===== src/sv/stam_pkg.sv =====
package stam_pkg;

  // Depth of the command queue between the front and the back.
  localparam int unsigned QUEUE_DEPTH = 2;

  // The tile store is held as rows of eight bytes: 8 tiles x 16 rows x 2 halves.
  localparam int unsigned ROW_BYTES = 8;
  localparam int unsigned ROWS      = 256;
  localparam int unsigned ROW_AW    = 8;
  localparam int unsigned LANE_W    = 3;
  localparam int unsigned ROW_W     = ROW_BYTES * 8;

  typedef enum logic [1:0] {
    OP_CAN   = 2'd0,
    OP_LOCAL = 2'd1,
    OP_READ  = 2'd2
  } op_e;

  typedef enum logic [1:0] {
    CMD_NONE  = 2'd0,
    CMD_WRITE = 2'd1,
    CMD_READ  = 2'd2
  } cmd_e;

  typedef struct packed {
    logic [1:0]  op;
    logic [10:0] can_id;
    logic [7:0]  byte_0;
    logic [7:0]  byte_1;
    logic [7:0]  byte_2;
    logic [7:0]  byte_3;
    logic [7:0]  byte_4;
    logic [7:0]  byte_5;
    logic [7:0]  byte_6;
    logic [7:0]  byte_7;
    logic [10:0] position;
  } item_t;

  typedef struct packed {
    logic [7:0] read_value;
    logic       accepted;
  } result_t;

  typedef struct packed {
    cmd_e              kind;
    logic              accepted;
    logic [ROW_AW-1:0] row;
    logic [ROW_BYTES-1:0] be;
    logic [ROW_W-1:0]  wdata;
    logic [LANE_W-1:0] lane;
  } cmd_t;

endpackage


===== src/sv/stam_front.sv =====
module stam_front import stam_pkg::*; (
  input  item_t item_i,
  output cmd_t  cmd_o
);

  logic [2:0]  head;
  logic [7:0]  low;
  logic [2:0]  can_tile;
  logic [1:0]  blk;
  logic [2:0]  rd_tile;
  logic [3:0]  rd_col;

  assign head     = item_i.can_id[10:8];
  assign low      = item_i.can_id[7:0];
  assign can_tile = (head == 3'd1) ? 3'd7 : head - 3'd1;

  // Remapped view: the upper half of a column comes mirrored from tiles 4..7,
  // the lower half straight from tiles 3..0.
  assign blk     = item_i.position[10:9];
  assign rd_tile = item_i.position[4] ? (3'd3 - {1'b0, blk}) : {1'b1, blk};
  assign rd_col  = item_i.position[4] ? item_i.position[3:0] : ~item_i.position[3:0];

  always_comb begin
    cmd_o      = '0;
    cmd_o.kind = CMD_NONE;
    case (op_e'(item_i.op))
      OP_CAN: begin
        if (head != 3'd0 && low[7:5] == 3'd0) begin
          cmd_o.kind     = CMD_WRITE;
          cmd_o.accepted = 1'b1;
          cmd_o.row      = {can_tile, low[4:0]};
          cmd_o.be       = '1;
          cmd_o.wdata    = {item_i.byte_7, item_i.byte_6, item_i.byte_5, item_i.byte_4,
                            item_i.byte_3, item_i.byte_2, item_i.byte_1, item_i.byte_0};
        end
      end
      OP_LOCAL: begin
        cmd_o.kind     = CMD_WRITE;
        cmd_o.accepted = 1'b1;
        cmd_o.row      = {3'd0, item_i.position[7:3]};
        cmd_o.be       = ROW_BYTES'(1) << item_i.position[2:0];
        cmd_o.wdata    = {ROW_BYTES{item_i.byte_0}};
      end
      OP_READ: begin
        cmd_o.kind     = CMD_READ;
        cmd_o.accepted = 1'b1;
        cmd_o.row      = {rd_tile, item_i.position[8:5], rd_col[3]};
        cmd_o.lane     = rd_col[2:0];
      end
      default: begin
        cmd_o.kind = CMD_NONE;
      end
    endcase
  end

endmodule


===== config.mk =====
export PLATFORM = sky130hd
export DESIGN_NAME = stam_front
export DESIGN_NICKNAME = d
export VERILOG_FILES = /design/src/sv/stam_pkg.sv /design/src/sv/stam_front.sv
export SDC_FILE = /design/constraint.sdc
export NUM_CORES = 1
export LEC_CHECK = 0
export BUFFER_PORTS_ARGS = -buffer_cell sky130_fd_sc_hd__buf_4
export CAP_MARGIN = 10
export CORE_AREA = 2 2 66 68
export DETAILED_ROUTE_END_ITERATION = 16
export DIE_AREA = 0 0 68 70
export PLACE_DENSITY = 0.87
export SETUP_SLACK_MARGIN = 0.4
export SYNTH_ARGS = -nofsm -noshare
export SYNTH_HDL_FRONTEND = slang
export SYNTH_SLANG_ARGS = --single-unit

===== constraint.sdc =====
create_clock -name vclk -period 2.35
set_input_delay 0.5875 -clock vclk [all_inputs]
set_output_delay 0.5875 -clock vclk [all_outputs]
set_load 0.01 [all_outputs]

==> flow_summary.json <==
{
  "syn_to_final_growth_pct": 168,
  "final_cell_mix": "146 x buf_4, 56 x a21o_1, 35 x buf_6",
  "n_clock_buffer": 0,
  "tns_ps": -5410,
  "vias": 1850,
  "slew_headroom": 0.624,
  "postRouteAntennaNets": 0,
  "hold_violations": 0,
  "via_per_inst": 4.91,
  "cp_data_arrival_time_ps": 1890,
  "violations": "negative setup slack",
  "die_h_um": 70,
  "syn_area_per_cell_um2": 7.07,
  "numPortBuffers": 174,
  "vdd_ir_drop_max_v": 0.0000979,
  "gr-total-overflow": 0,
  "synthesis.area_um2": 1120,
  "instances_no_fill": 377,
  "synthCells": 158,
  "antenna_found_initial": 0,
  "fin_ws_ps": -124,
  "start_kind": "primary input",
  "synth_fp_nets": 254,
  "core_area_um2": 4140,
  "crit_path_start": "item_i[83]",
  "placed_cells_incl_taps": 374,
  "p_per_area_nw_per_um2": 167,
  "min_period_over_period": 1.05,
  "n_fill_cell": 330,
  "grt_pass1_vias": 1850,
  "yosysUniqueCellTypes": 23,
  "grt_use_total": 0.228,
  "fmax_mhz": 404,
  "total_power_mw": 0.501,
  "rsz0062_at_grt": "true",
  "cap_viol_max_count": 0,
  "drtPass1Iterations": 4,
  "pre_cts_ws_ps": -156,
  "finalWirelength_um": 6070,
  "critPathRequiredTime_ps": 1760,
  "antennaDiodeCount": 0,
  "nNetsFinal": 423,
  "ioPinCount": 174,
  "regArea_um2": 0,
  "p_leak_nw": 1.86,
  "endpoint_kind": "primary output",
  "layout_min_cycle_time_ps": 2470,
  "seq_cells": 0,
  "worstSetupPathType": "primary input to primary output",
  "grt_max_degree": 30,
  "critical_path.max_fanout": 29,
  "hold_start": "item_i[58]",
  "drv_slew": 0,
  "die_area_um2": 4760,
  "place.gp.congestion": 0.795,
  "wl_per_cell_um": 16.1,
  "route.detailed.drc": 0,
  "die_x_um": 68,
  "setup_violations": 81,
  "worstHoldPathType": "primary input to primary output",
  "grt_pass1_wl_um": 8790,
  "drtIter0Drc": 30,
  "outcome": "finished with violations",
  "max_slew.worst_pin.slew_ps": 565,
  "final_common_cell": "buf_4",
  "std_cell_rows": 24,
  "final_layout_size_suffix_gt1_frac": 0.680,
  "dpl.hpwl_um": 4760,
  "ys_warn_count": 0,
  "yosysSeqAreaShare": 0,
  "start_util": 0.270
}
-- critical path, stage by stage --
cell	delay (ps)
buf_12	90
inv_12	30
ha_4	150
ha_4	160
nor4_4	150
and2_4	250
buf_12	180
o21a_1	150
buf_4	120
-- cell families after synthesis --
kind of cell,synth area share
compound gates,0.571
xor+xnor,0.0392
fa+ha+maj,0.0896
buf+inv,0.130
mux,0.0190
simple gates,0.151
-- metrics by stage --
step            util  hold slack [ps]  area, um^2
5_1_grt        0.723             1460        2990
3_5_place_dp   0.668             1450        2770
6_report       0.723             1450        2990
3_3_place_gp   0.668             1450        2770
4_1_cts        0.695             1450        2880
2_1_floorplan      -             1230        1440
-- power breakdown --
group / total [mW] / switching [mW] / internal, mW / leakage (nW)
clock network: 0 / 0 / 0 / 0
registers: 0 / 0 / 0 / 0
logic: 0.501 / 0.208 / 0.293 / 1.86
total: 0.501 / 0.208 / 0.293 / 1.86
-- worst paths after layout --
path / depth (start not counted) / endpoint
setup / recovery: 9 / cmd_o[7]
hold / removal: 3 / cmd_o[26]
-- layer usage --
| layer | share of wire | global-route usage |
|---|---|---|
| met5 | 0 | 0 |
| met4 | 0.031 | 0.0600 |
| met3 | 0.083 | 0.0386 |
| met2 | 0.53 | 0.420 |
| met1 | 0.36 | 0.262 |
-- cells in the mapped netlist --
cell | number | area share
a21o_1 | 56 | 0.38
clkbuf_1 | 11 | 0.037
nand2b_1 | 11 | 0.062
ha_1 | 8 | 0.090
o21a_1 | 8 | 0.054
and2_1 | 7 | 0.039
inv_1 | 6 | 0.020
o21ai_0 | 6 | 0.027
a21oi_1 | 5 | 0.022
buf_2 | 5 | 0.022
buf_6 | 5 | 0.050
o22ai_1 | 5 | 0.028
xnor2_1 | 5 | 0.039
a22oi_1 | 4 | 0.027
and2_0 | 4 | 0.022
nand2_1 | 3 | 0.010
o2bb2ai_1 | 2 | 0.016
o31ai_1 | 2 | 0.013
a31o_2 | 1 | 0.0078
and2_2 | 1 | 0.0067
mux2_2 | 1 | 0.010
mux2i_1 | 1 | 0.0090
nor4_2 | 1 | 0.011
-- timing repair --
action / CTS / global route
pin swaps: 5 / 1
endpoints found under the hold margin: 0 / 0
cloned: 2 / 0
buffers inserted: 1 / 0
gates resized for setup: 20 / 26
setup endpoints to repair: 82 / 82
hold buffers: 0 / 0
-- final cells by class --
class                           instances  area (um^2)  share of cell area
Inverter                                6         58.8              0.0196
Multi-Input combinational cell        131         1250               0.418
Tap cell                               52         65.1              0.0217
Timing Repair Buffer                  188         1620               0.540
(Power assumes the default switching activity.)
