<file path="src/sv/stam_pkg.sv">
package stam_pkg;

  // Depth of the command queue between the front and the back.
  localparam int unsigned QUEUE_DEPTH = 2;

  // The tile store is held as rows of eight bytes: 8 tiles x 16 rows x 2 halves.
  localparam int unsigned ROW_BYTES = 8;
  localparam int unsigned ROWS      = 256;
  localparam int unsigned ROW_AW    = 8;
  localparam int unsigned LANE_W    = 3;
  localparam int unsigned ROW_W     = ROW_BYTES * 8;

  typedef enum logic [1:0] {
    OP_CAN   = 2'd0,
    OP_LOCAL = 2'd1,
    OP_READ  = 2'd2
  } op_e;

  typedef enum logic [1:0] {
    CMD_NONE  = 2'd0,
    CMD_WRITE = 2'd1,
    CMD_READ  = 2'd2
  } cmd_e;

  typedef struct packed {
    logic [1:0]  op;
    logic [10:0] can_id;
    logic [7:0]  byte_0;
    logic [7:0]  byte_1;
    logic [7:0]  byte_2;
    logic [7:0]  byte_3;
    logic [7:0]  byte_4;
    logic [7:0]  byte_5;
    logic [7:0]  byte_6;
    logic [7:0]  byte_7;
    logic [10:0] position;
  } item_t;

  typedef struct packed {
    logic [7:0] read_value;
    logic       accepted;
  } result_t;

  typedef struct packed {
    cmd_e              kind;
    logic              accepted;
    logic [ROW_AW-1:0] row;
    logic [ROW_BYTES-1:0] be;
    logic [ROW_W-1:0]  wdata;
    logic [LANE_W-1:0] lane;
  } cmd_t;

endpackage

</file>
<file path="src/sv/stam_queue.sv">
module stam_queue import stam_pkg::*; #(
  parameter int unsigned Depth = QUEUE_DEPTH
) (
  input  logic clk_i,
  input  logic rst_ni,
  input  logic push_i,
  input  cmd_t cmd_i,
  output logic full_o,
  input  logic pop_i,
  output logic valid_o,
  output cmd_t cmd_o
);

  localparam int unsigned PtrW = $clog2(Depth);
  localparam int unsigned CntW = $clog2(Depth + 1);

  cmd_t            entries_q [Depth];
  logic [PtrW-1:0] wr_ptr_q, wr_ptr_d;
  logic [PtrW-1:0] rd_ptr_q, rd_ptr_d;
  logic [CntW-1:0] count_q, count_d;

  assign full_o  = (count_q == CntW'(Depth));
  assign valid_o = (count_q != '0);
  assign cmd_o   = entries_q[rd_ptr_q];

  always_comb begin
    wr_ptr_d = wr_ptr_q;
    rd_ptr_d = rd_ptr_q;
    count_d  = count_q;
    if (push_i) begin
      wr_ptr_d = (wr_ptr_q == PtrW'(Depth - 1)) ? '0 : wr_ptr_q + 1'b1;
    end
    if (pop_i) begin
      rd_ptr_d = (rd_ptr_q == PtrW'(Depth - 1)) ? '0 : rd_ptr_q + 1'b1;
    end
    if (push_i && !pop_i) begin
      count_d = count_q + 1'b1;
    end else if (!push_i && pop_i) begin
      count_d = count_q - 1'b1;
    end
  end

  always_ff @(posedge clk_i or negedge rst_ni) begin
    if (!rst_ni) begin
      wr_ptr_q <= '0;
      rd_ptr_q <= '0;
      count_q  <= '0;
    end else begin
      wr_ptr_q <= wr_ptr_d;
      rd_ptr_q <= rd_ptr_d;
      count_q  <= count_d;
    end
  end

  always_ff @(posedge clk_i) begin
    if (push_i) begin
      entries_q[wr_ptr_q] <= cmd_i;
    end
  end

`ifndef SYNTHESIS
  assert property (@(posedge clk_i) disable iff (!rst_ni) push_i |-> !full_o || pop_i)
    else $error("queue written while full");
  assert property (@(posedge clk_i) disable iff (!rst_ni) pop_i |-> valid_o)
    else $error("queue read while empty");
`endif

endmodule

</file>
<file path="config.mk">
export PLATFORM = sky130hd
export DESIGN_NAME = stam_queue
export DESIGN_NICKNAME = d
export VERILOG_FILES = /design/src/sv/stam_pkg.sv /design/src/sv/stam_queue.sv
export SDC_FILE = /design/constraint.sdc
export NUM_CORES = 1
export LEC_CHECK = 0
export BUFFER_PORTS_ARGS = -buffer_cell sky130_fd_sc_hd__buf_2
export CELL_PAD_IN_SITES_DETAIL_PLACEMENT = 0
export CELL_PAD_IN_SITES_GLOBAL_PLACEMENT = 1
export CORE_AREA = 5 5 123 148
export CTS_CLUSTER_DIAMETER = 40
export DETAILED_ROUTE_END_ITERATION = 8
export DIE_AREA = 0 0 128 153
export PLACE_DENSITY_LB_ADDON = 0.1
export SLEW_MARGIN = 20
export SYNTH_ARGS = -nofsm -noshare
export SYNTH_HDL_FRONTEND = slang
export SYNTH_SLANG_ARGS = --single-unit
</file>
<file path="constraint.sdc">
create_clock -name clk_i -period 14.1 [get_ports clk_i]
set_clock_uncertainty 0.2 [all_clocks]
set_input_delay 2.82 -clock clk_i [delete_from_list [all_inputs] [get_ports clk_i]]
set_output_delay 2.82 -clock clk_i [all_outputs]
set_load 0.05 [all_outputs]
</file>
==> out/qor.yml, run 1 <==
synth:
  synth.area.top_cells: "edfxtp_1 (79%), mux2_2 (9.7%), mux2_4 (6.9%)"
  ys_warn_count: 0
  yosys_register_bits: 176
  synth_ff_type: "edfxtp_1"
  mappedNetlistNets: 375
  synth_edf_count: 172
  syn_inst: 284
  yosysTopAreaCell: "edfxtp_1"
  syn_area_per_cell_um2: 22.9
  ys_seq_area_share_pct: 80.8
  synth_async_sr_flop_share_pct: 2.27
  synth.distinct_cells: 14
  synth.most_common_cell: "edfxtp_1"
  syn_area_um2: 6520
  synth_top_cell_area_share_pct: 79.3
  synth_common_cells: "edfxtp_1 (172), mux2_2 (56), mux2_4 (30), buf_2 (5), buf_6 (5)"
clock_tree:
  post_cts_resized: 0
  clkTransAtPathRegs_ns: 0.06
  htree_levels: 4
  cts_sinks: 176
  cts_setup_buffers: 0
  cts_tree: "yes"
  holdBufCountCts: 0
  clk_latency_ns: 0.41
  cts_buffer_depth: 2
  root_buffer: "clkbuf_16"
  cts_buffers: 17
grt:
  grt_pass1_wl_um: 18300
  grt_max_degree: 46
  grt_pass1_vias: 3527
  grt_antenna_before_repair: 1
  grt_use_total_pct: 12.4
  overflow: 0
worst_setup_path:
  cp_max_fo: 44
  criticalPathCategory: "flip-flop to primary output"
  rr_worst_depth: 2
  endpoint_kind: "primary output"
  crit_arrival_ns: 2.62
  cp.required_ns: 11.08
  rrSetupSlack_ns: 11.93
  timing.rr.end: "entries_q[1][78]"
  start_kind: "flip-flop"
  rr_startpoint: "wr_ptr_q"
power:
  finalPower_uw: 1980
  power.density_nw_per_um2: 241
  cellLeakagePower_uw: 0.00318
  ir_drop_mv: 0.120
layout:
  fin_area_um2: 8230
  syn2layout_area_growth_pct: 26.3
  drive_above_1_share_pct: 61.4
  finalNetCount: 565
  num_antenna_cells: 0
die:
  fp-row-count: 52
  initial_core_util_pct: 39.1
  dieWidth_um: 128
  fp.dieArea_um2: 19600
  core-area_um2: 16700
  num_io_pins: 178
  die_h_um: 153
sta:
  slew_headroom_pct: 50.7
  post-route-period-util_pct: 40.0
  finalSetupViolations: 0
  tns_ns: 0
  setup_slack_ns: 8.46
  rsz0062_at_grt: "no"
  hold_violations: 0
  min_period_ns: 5.64
  slew_viol_final: 0
  worst_pin_slew_ns: 0.740
  max_freq_ghz: 0.177
detailed_routing:
  ant_nets: 0
  wirelength_um: 11900
  viasPerCell: 4.53
  vias: 3187
  drt_pass1_iterations: 4
  wire_per_inst_um: 17.0
  drcViolationCount: 0
  drtIter0Drc: 193
run:
  maxCapViolCount: 0
placement:
  place_congestion: 0.682
  io_buffers: 177
  placed_cell_area_um2: 7630
  dp_slack_ns: 8.84
  dp_hpwl_um: 8000
hold_path:
  hold_depth: 1
  min_from: "count_q[1]"
  hold_path_end: "count_q[1]"
  min_path_type: "flip-flop to flip-flop"
status:
  status: "completed"
==> routing by layer <==
layer | vias to the layer above | share of wire, % | global-route usage [%]
met2 | 125 | 50 | 21.1
met1 | 1542 | 38 | 13.3
li1 | 1504 | - | -
met3 | 14 | 10 | 6.14
met4 | 2 | 1.4 | 4.55
met5 | - | 0.11 | 0
==> report_power, final <==
part           internal (µW)  total [µW]  switching [µW]
registers                695         744            48.7
logic                    225         772             547
clock network            279         467             189
total                   1200        1980             785
==> area by class of cell <==
type	instances	area [µm²]
flip-flops and latches	176	5270
repair buffers	181	916
clock inverters	14	164
clock buffers	18	429
well taps	216	270
multi-input cells	97	1180
fillers	1467	8430
inverters	1	3.75
==> metrics by stage <==
step	cells	utilization, %	hold slack, ns
4_1_cts	703	49.4	0.289
2_1_floorplan	284	-	0.247
3_3_place_gp	671	45.8	0.263
6_report	703	49.4	0.284
3_5_place_dp	671	45.8	0.274
5_1_grt	703	49.4	0.314
==> layout by cell type, fill, tap and decap left out, drive strengths merged <==
cell        n
buf       181
edfxtp    172
mux2       86
clkbuf     18
clkinv      6
xor2        4
dfrtp       4
inv         4
bufinv      3
clkinvlp    2
nor2b       2
or2         1
and2        1
xnor2       1
nor2        1
ha          1
==> registers in the layout, indices dropped and copies added (netlist names) <==
name,count
entries_q,172
count_q,2
rd_ptr_q,1
wr_ptr_q,1
==> worst max-delay path by stage <==
stage | start | endpoint | depth (start not counted)
finish | rd_ptr_q | cmd_o[85] | 3
global route | rd_ptr_q | cmd_o[65] | 3
CTS | rd_ptr_q | cmd_o[73] | 3
detailed placement | rd_ptr_q | cmd_o[85] | 3
global placement | rd_ptr_q | cmd_o[56] | 3
floorplan | push_i | entries_q[0][0] | 1
==> critical path, cell delays in order (launching register included) <==
cell and delay [ns]:
dfrtp_4 0.83, buf_4 0.71, mux2_2 0.41, buf_2 0.21
==> cell families (layout without fill, tap and decap cells) <==
logic type,count (synthesis),after routing,synth area share (%)
buf+inv,11,214,1.31
mux,86,86,16.6
xor+xnor,5,5,0.672
fa+ha+maj,1,1,0.192
flops,176,176,80.8
simple gates,5,5,0.442
No activity file was read; power rests on OpenSTA's default activity.
==> run 2, diff against run 1 <==
ABC_AREA = 1   (was not set)
CORE_AREA = 5 5 123 149   (was 5 5 123 148)
DIE_AREA = 0 0 128 154   (was 0 0 128 153)
clock period = 5.07 ns   (was 14.1 ns; I/O delays follow)
==> run 2 against run 1 <==
  * Combinational power increased to 2.8 times the previous value
  * Critical path depth is the same
  * Largest cell class unchanged
  * Register-to-register slack lost 8.9 ns
  * Sequential share of layout area is 0.20 points higher
==> out/qor.yml, run 2 <==
status:
  status: "completed"
placement:
  place_congestion: 0.700  # +2.5%
  placed_cell_area_um2: 7670  # +0.48%
  dp_hpwl_um: 8490  # +6.1%
  dp_cells: 681  # +1.5%
  io_buffers: 177  # unchanged
  dp_slack_ns: 1.95  # -6.89 ns
layout:
  final_cells: 713  # +1.4%
  multiInputGateArea_um2: 1170  # -0.64%
  finalNetCount: 575  # +1.8%
  seqCellArea_um2: 5270  # unchanged
  drive_above_1_share_pct: 59.6  # -1.8 points
  num_antenna_cells: 0  # unchanged
  syn2layout_area_growth_pct: 25.5
  layout_common_cells: "buf_2 (177), edfxtp_1 (172), mux2_2 (56), mux2_4 (30), clkbuf_16 (17)"
  largest_reg_flops: 172  # unchanged
  final_common_cell: "buf_2"
  fin_area_um2: 8200  # -0.30%
  largest-register: "entries_q"
  fillers: 1470  # +0.20%
  reg.largest.list: "entries_q x172, count_q x2"
worst_setup_path:
  cp-endpoint: "cmd_o[13]"
  criticalPathCategory: "flip-flop to primary output"
  critical_path.slowest_cell: "dfrtp_4"
  startpoint: "rd_ptr_q"
  rr_startpoint: "wr_ptr_q"
  cp_cell_sequence: "buf_12, mux2_2, buf_2"
  cp.depth: 3  # unchanged
  cp.required_ns: 3.86  # -7.22 ns
  timing.rr.end: "entries_q[1][29]"
  rrSetupSlack_ns: 3.01  # -8.92 ns
  crit_arrival_ns: 2.29  # -0.33 ns
  rr_worst_depth: 3  # +1
  critPathMaxStageDelay_ns: 0.90  # +0.07 ns
  endpoint_kind: "primary output"
  crit_family: "flip-flops"
  cp_max_fo: 49  # +11%
  cp.buffers_inverters: 2  # unchanged
  start_kind: "flip-flop"
clock_tree:
  cts_setup_buffers: 0  # unchanged
  holdBufCountCts: 0  # unchanged
  post_cts_resized: 0  # unchanged
  clkTransAtPathRegs_ns: 0.06  # about the same
  root_buffer: "clkbuf_16"
  cts_buffer_depth: 2  # unchanged
  cts_sinks: 176  # unchanged
  htree_levels: 4  # unchanged
  cts_buffers: 17  # unchanged
  cts_tree: "yes"
  clk_latency_ns: 0.41  # about the same
detailed_routing:
  wirelength_um: 12400  # +4.1%
  wire_per_inst_um: 17.4  # +2.7%
  drt_pass1_iterations: 4  # unchanged
  viasPerCell: 4.60  # +1.4%
  vias: 3277  # +2.8%
  ant_nets: 0  # unchanged
  drtIter0Drc: 190  # -1.6%
  drcViolationCount: 0  # unchanged
synth:
  ys_warn_count: 0  # unchanged
  synthMuxAreaShare_pct: 16.5  # -0.044 points
  synth_top_cell_area_share_pct: 79.1  # -0.21 points
  synth.most_common_cell: "edfxtp_1"
  synth_compound_area_share_pct: 0  # unchanged
  synth_async_sr_flop_share_pct: 2.27  # unchanged
  syn_area_per_cell_um2: 22.3  # -2.8%
  synth_edf_count: 172  # unchanged
  synth_ff_type: "edfxtp_1"
  synthAdderAreaFrac_pct: 0.191  # -0.00051 points
  ys_seq_area_share_pct: 80.6  # -0.22 points
  synth_common_cells: "edfxtp_1 (172), mux2_2 (56), mux2_4 (30), inv_1 (7), nand2_1 (6)"
  yosysTopAreaCell: "edfxtp_1"
  syn_area_um2: 6530  # +0.27%
  synthSimpleGateAreaFrac_pct: 0.632  # +0.19 points
  mappedNetlistNets: 384  # +2.4%
  synth.distinct_cells: 14  # unchanged
  yosys_register_bits: 176  # unchanged
  synth_top_family_by_area: "multiplexers"
  synth.area.top_cells: "edfxtp_1 (79%), mux2_2 (9.7%), mux2_4 (6.9%)"
  syn_inst: 293  # +3.2%
  synth_xor_xnor_area_share_pct: 0.402  # -0.27 points
grt:
  grt_max_degree: 50  # +8.7%
  overflow: 0  # unchanged
  grt_pass1_wl_um: 18900  # +3.4%
  grt_pass1_vias: 3522  # -0.14%
  grt_use_total_pct: 12.7  # +0.29 points
  grt_antenna_before_repair: 2  # +1
run:
  maxCapViolCount: 0  # unchanged
sta:
  min_period_ns: 3.51
  setup_slack_ns: 1.56  # -6.90 ns
  post-route-period-util_pct: 69.2
  finalSetupViolations: 0  # unchanged
  worst_pin_slew_ns: 0.753  # +0.0127 ns
  max_freq_ghz: 0.285
  rsz0062_at_grt: "no"
  hold_violations: 0  # unchanged
  slew_headroom_pct: 49.8  # -0.85 points
  tns_ns: 0  # unchanged
  slew_viol_final: 0  # unchanged
die:
  num_io_pins: 178  # unchanged
  initial_core_util_pct: 39.2  # +0.11 points
  core-area_um2: 16700  # unchanged
  die_h_um: 154  # +0.65%
  fp.dieArea_um2: 19700  # +0.65%
  dieWidth_um: 128  # unchanged
  fp-row-count: 52  # unchanged
power:
  power.density_nw_per_um2: 660  # +170%
  ir_drop_mv: 0.290  # +140%
  cellLeakagePower_uw: 0.00319  # +0.36%
hold_path:
  min_path_type: "input port to asynchronous set/reset pin"
-- run 2: cell count changes after synthesis, sizes merged --
cell and change:
nor2 +1, nand3 +1, nor2b -2, or2 -1, nand4 +1, xor2 -2
nand2 +6, inv +6, and2 -1
-- run 2: stage by stage --
step                util (%)  total power (µW)  hold WS (ns)
floorplan                  -              3860         0.242
global placement        46.1              4300         0.254
detailed placement      46.1              4310         0.264
CTS                     49.2              5500         0.178
global route            49.2              5650         0.179
finish                  49.2              5410         0.202
-- run 2: layout make-up --
type / count / area share (%)
Clock buffer: 20 / 5.32
Clock inverter: 12 / 1.16
Inverter: 7 / 0.336
Multi-Input combinational cell: 100 / 14.2
Sequential cell: 176 / 64.2
Tap cell: 216 / 3.29
Timing Repair Buffer: 182 / 11.4
-- run 2: metal layers --
layer  vias up  global-route usage (%)  routed length, µm
met3        18                    5.52               1070
met5         -                       0                 21
met4         4                    4.55                161
met2       106                    20.7               6430
met1      1619                    14.9               4740
li1       1530                       -                  -
-- run 2: worst min-delay path by stage --
stage                 end  slack, ns  cells past startpoint
2_1_floorplan  count_q[1]       0.24                      2
3_3_place_gp   count_q[1]       0.25                      2
3_5_place_dp   count_q[1]       0.26                      2
4_1_cts        count_q[0]       0.18                      1
5_1_grt        count_q[0]       0.18                      1
6_report       count_q[0]       0.20                      1
-- run 2: power by group --
part	internal (µW)	switching [µW]	leakage [µW]	total, µW
Sequential	1930	152	0.00166	2090
Clock	669	503	0.000262	1170
Combinational	633	1520	0.00127	2150
-- run 2: cells by family after synthesis --
kind of cell / count (synthesis)
and+or+nand+nor: 10
muxes: 86
adders and majority gates: 1
DFF: 176
buffers and inverters: 17
xor gates and xnor gates: 3
-- run 2: worst reg2reg max path, stage by stage, from the launching register on --
cell and delay, ns:
dfrtp_1 0.42, nand2_1 0.10, clkinv_2 0.54, buf_4 0.51
==> run 3, diff against run 2 <==
clock period = 3.23 ns   (was 5.07 ns; I/O delays follow)
==> run 3 against run 2 <==
  * Hold slack better by 0.015 ns
  * Non-clock buffer count grew 3
  * Global-route usage grew 0.13 points
  * Clock power increased by 77%
  * Wire length up 1.0%
  * Register-to-register slack worse by 1.6 ns
  * Clock-buffer cell count down 1
  * Combinational power is 67% higher
  * First-iteration DRC count decreased by 17%
  * Sequential cell count unchanged
==> out/qor.yml, run 3 (synthesis gave the netlist of run 2 again) <==
status:
  status: "completed"
clock_tree:
  cts_tree: "yes"
  cts_buffer_depth: 2  # unchanged
  clkTransAtPathRegs_ns: 0.06  # about the same
  cts_buffers: 17  # unchanged
  cts_sinks: 176  # unchanged
  htree_levels: 4  # unchanged
  post_cts_resized: 0  # unchanged
  root_buffer: "clkbuf_16"
  clk_latency_ns: 0.41  # about the same
detailed_routing:
  wirelength_um: 12500  # +1.0%
  vias: 3260  # -0.52%
  drcViolationCount: 0  # unchanged
  drt_pass1_iterations: 4  # unchanged
  ant_nets: 0  # unchanged
  viasPerCell: 4.56  # -0.80%
  wire_per_inst_um: 17.5  # +0.76%
  drtIter0Drc: 158  # -17%
worst_setup_path:
  rr_worst_depth: 2  # -1
  startpoint: "rd_ptr_q"
  cp.required_ns: 2.38  # -1.48 ns
  timing.rr.end: "entries_q[0][74]"
  cp_max_fo: 51  # +4.1%
  start_kind: "flip-flop"
  endpoint_kind: "primary output"
  rrSetupSlack_ns: 1.41  # -1.60 ns
  rr_startpoint: "wr_ptr_q"
  criticalPathCategory: "flip-flop to primary output"
  crit_arrival_ns: 1.80  # -0.49 ns
sta:
  rsz0062_at_grt: "no"
  hold_violations: 0  # unchanged
  post-route-period-util_pct: 82.0
  worst_pin_slew_ns: 0.557  # -0.196 ns
  slew_viol_final: 0  # unchanged
  slew_headroom_pct: 62.9  # +13 points
  min_period_ns: 2.65
  finalSetupViolations: 0  # unchanged
  max_freq_ghz: 0.378
  tns_ns: 0  # unchanged
placement:
  dp_cells: 683  # +0.29%
  dp_hpwl_um: 8760  # +3.2%
  placed_cell_area_um2: 7740  # +0.85%
  io_buffers: 177  # unchanged
  place_congestion: 0.666  # -4.8%
layout:
  drive_above_1_share_pct: 59.9  # +0.36 points
  multiInputGateArea_um2: 1170  # unchanged
  layout_common_cells: "buf_2 (177), edfxtp_1 (172), mux2_2 (56), mux2_4 (30), clkbuf_16 (17)"
  final_cells: 715  # +0.28%
  fillers: 1452  # -1.2%
  fin_area_um2: 8350  # +1.7%
  num_antenna_cells: 0  # unchanged
  reg.largest.list: "entries_q x172, count_q x2"
  syn2layout_area_growth_pct: 27.7
  final_common_cell: "buf_2"
  finalNetCount: 578  # +0.52%
  seqCellArea_um2: 5270  # unchanged
  largest_reg_flops: 172  # unchanged
  post-route-util_pct: 50.1  # +0.86 points
  largest-register: "entries_q"
grt:
  grt_use_total_pct: 12.8  # +0.13 points
  grt_max_degree: 52  # +4.0%
  grt_pass1_vias: 3566  # +1.2%
  grt_pass1_wl_um: 19100  # +0.87%
  overflow: 0  # unchanged
  grt_antenna_before_repair: 2  # unchanged
die:
  num_io_pins: 178  # unchanged
  dieWidth_um: 128  # unchanged
  fp-row-count: 52  # unchanged
  core-area_um2: 16700  # unchanged
  die_h_um: 154  # unchanged
  initial_core_util_pct: 39.2  # unchanged
  fp.dieArea_um2: 19700  # unchanged
hold_path:
  hold_depth: 1
  min_from: "cmd_i[3]"
  hold_path_end: "entries_q[0][3]"
  min_path_type: "input port to flip-flop"
power:
  cellLeakagePower_uw: 0.00325  # +1.8%
  finalPower_uw: 8790  # +62%
  ir_drop_mv: 0.443  # +53%
  power.density_nw_per_um2: 1050  # +60%
run:
  maxCapViolCount: 0  # unchanged
## run 3: cell count changes in the layout (fill, tap and decap cells not counted), moves of 2 or more
cell       previous run  this run
buf_4                 4         2
clkinv_4              4         1
bufinv_16             1         4
buf_12                1         5
## run 3: worst max-delay path by stage
stage,to,slack (ns),depth (start not counted)
2_1_floorplan,entries_q[1][0],0.22,2
3_3_place_gp,entries_q[0][2],0.99,4
3_5_place_dp,entries_q[0][68],0.95,4
4_1_cts,cmd_o[23],0.54,3
5_1_grt,cmd_o[5],0.52,3
6_report,cmd_o[85],0.58,3
## run 3: cell type report
type / count / area share (%)
flip-flops and latches: 176 / 63.1
repair buffers: 185 / 12.1
clock inverters: 12 / 1.99
inverters: 7 / 0.330
well taps: 216 / 3.24
clock buffers: 19 / 5.19
multi-input cells: 100 / 14.0
## run 3: where the power goes
part	internal [µW]	switching [µW]	total (µW)
sequential	3030	113	3150
combinational	1050	2530	3580
clock	1280	783	2070
total	5370	3420	8790
## run 3: stage by stage
stage               setup WS (ns)  hold WS [ns]
floorplan                   0.223         0.150
global placement            0.987         0.257
detailed placement          0.949         0.262
CTS                         0.541         0.193
global route                0.518         0.190
finish                      0.583         0.217
## run 3: timing repair
action / in CTS / in global routing
endpoints found under the hold margin: 4 / 0
hold buffers: 1 / 0
endpoints found under the setup margin: 0 / 0
setup buffers: 0 / 0
## run 3: routing by layer
| layer | up-vias | wire length, µm | share of wire, % | track usage (%) |
|---|---|---|---|---|
| met1 | 1607 | 4800 | 38 | 14.5 |
| met3 | 14 | 908 | 7.2 | 5.17 |
| met5 | - | 21 | 0.17 | 0 |
| li1 | 1539 | - | - | - |
| met2 | 96 | 6680 | 53 | 22.0 |
| met4 | 4 | 138 | 1.1 | 4.40 |
## run 3: critical path, cell delays in order (launching register included)
cell	delay, ns
dfrtp_4	0.44
buf_12	0.32
mux2_2	0.39
buf_2	0.21
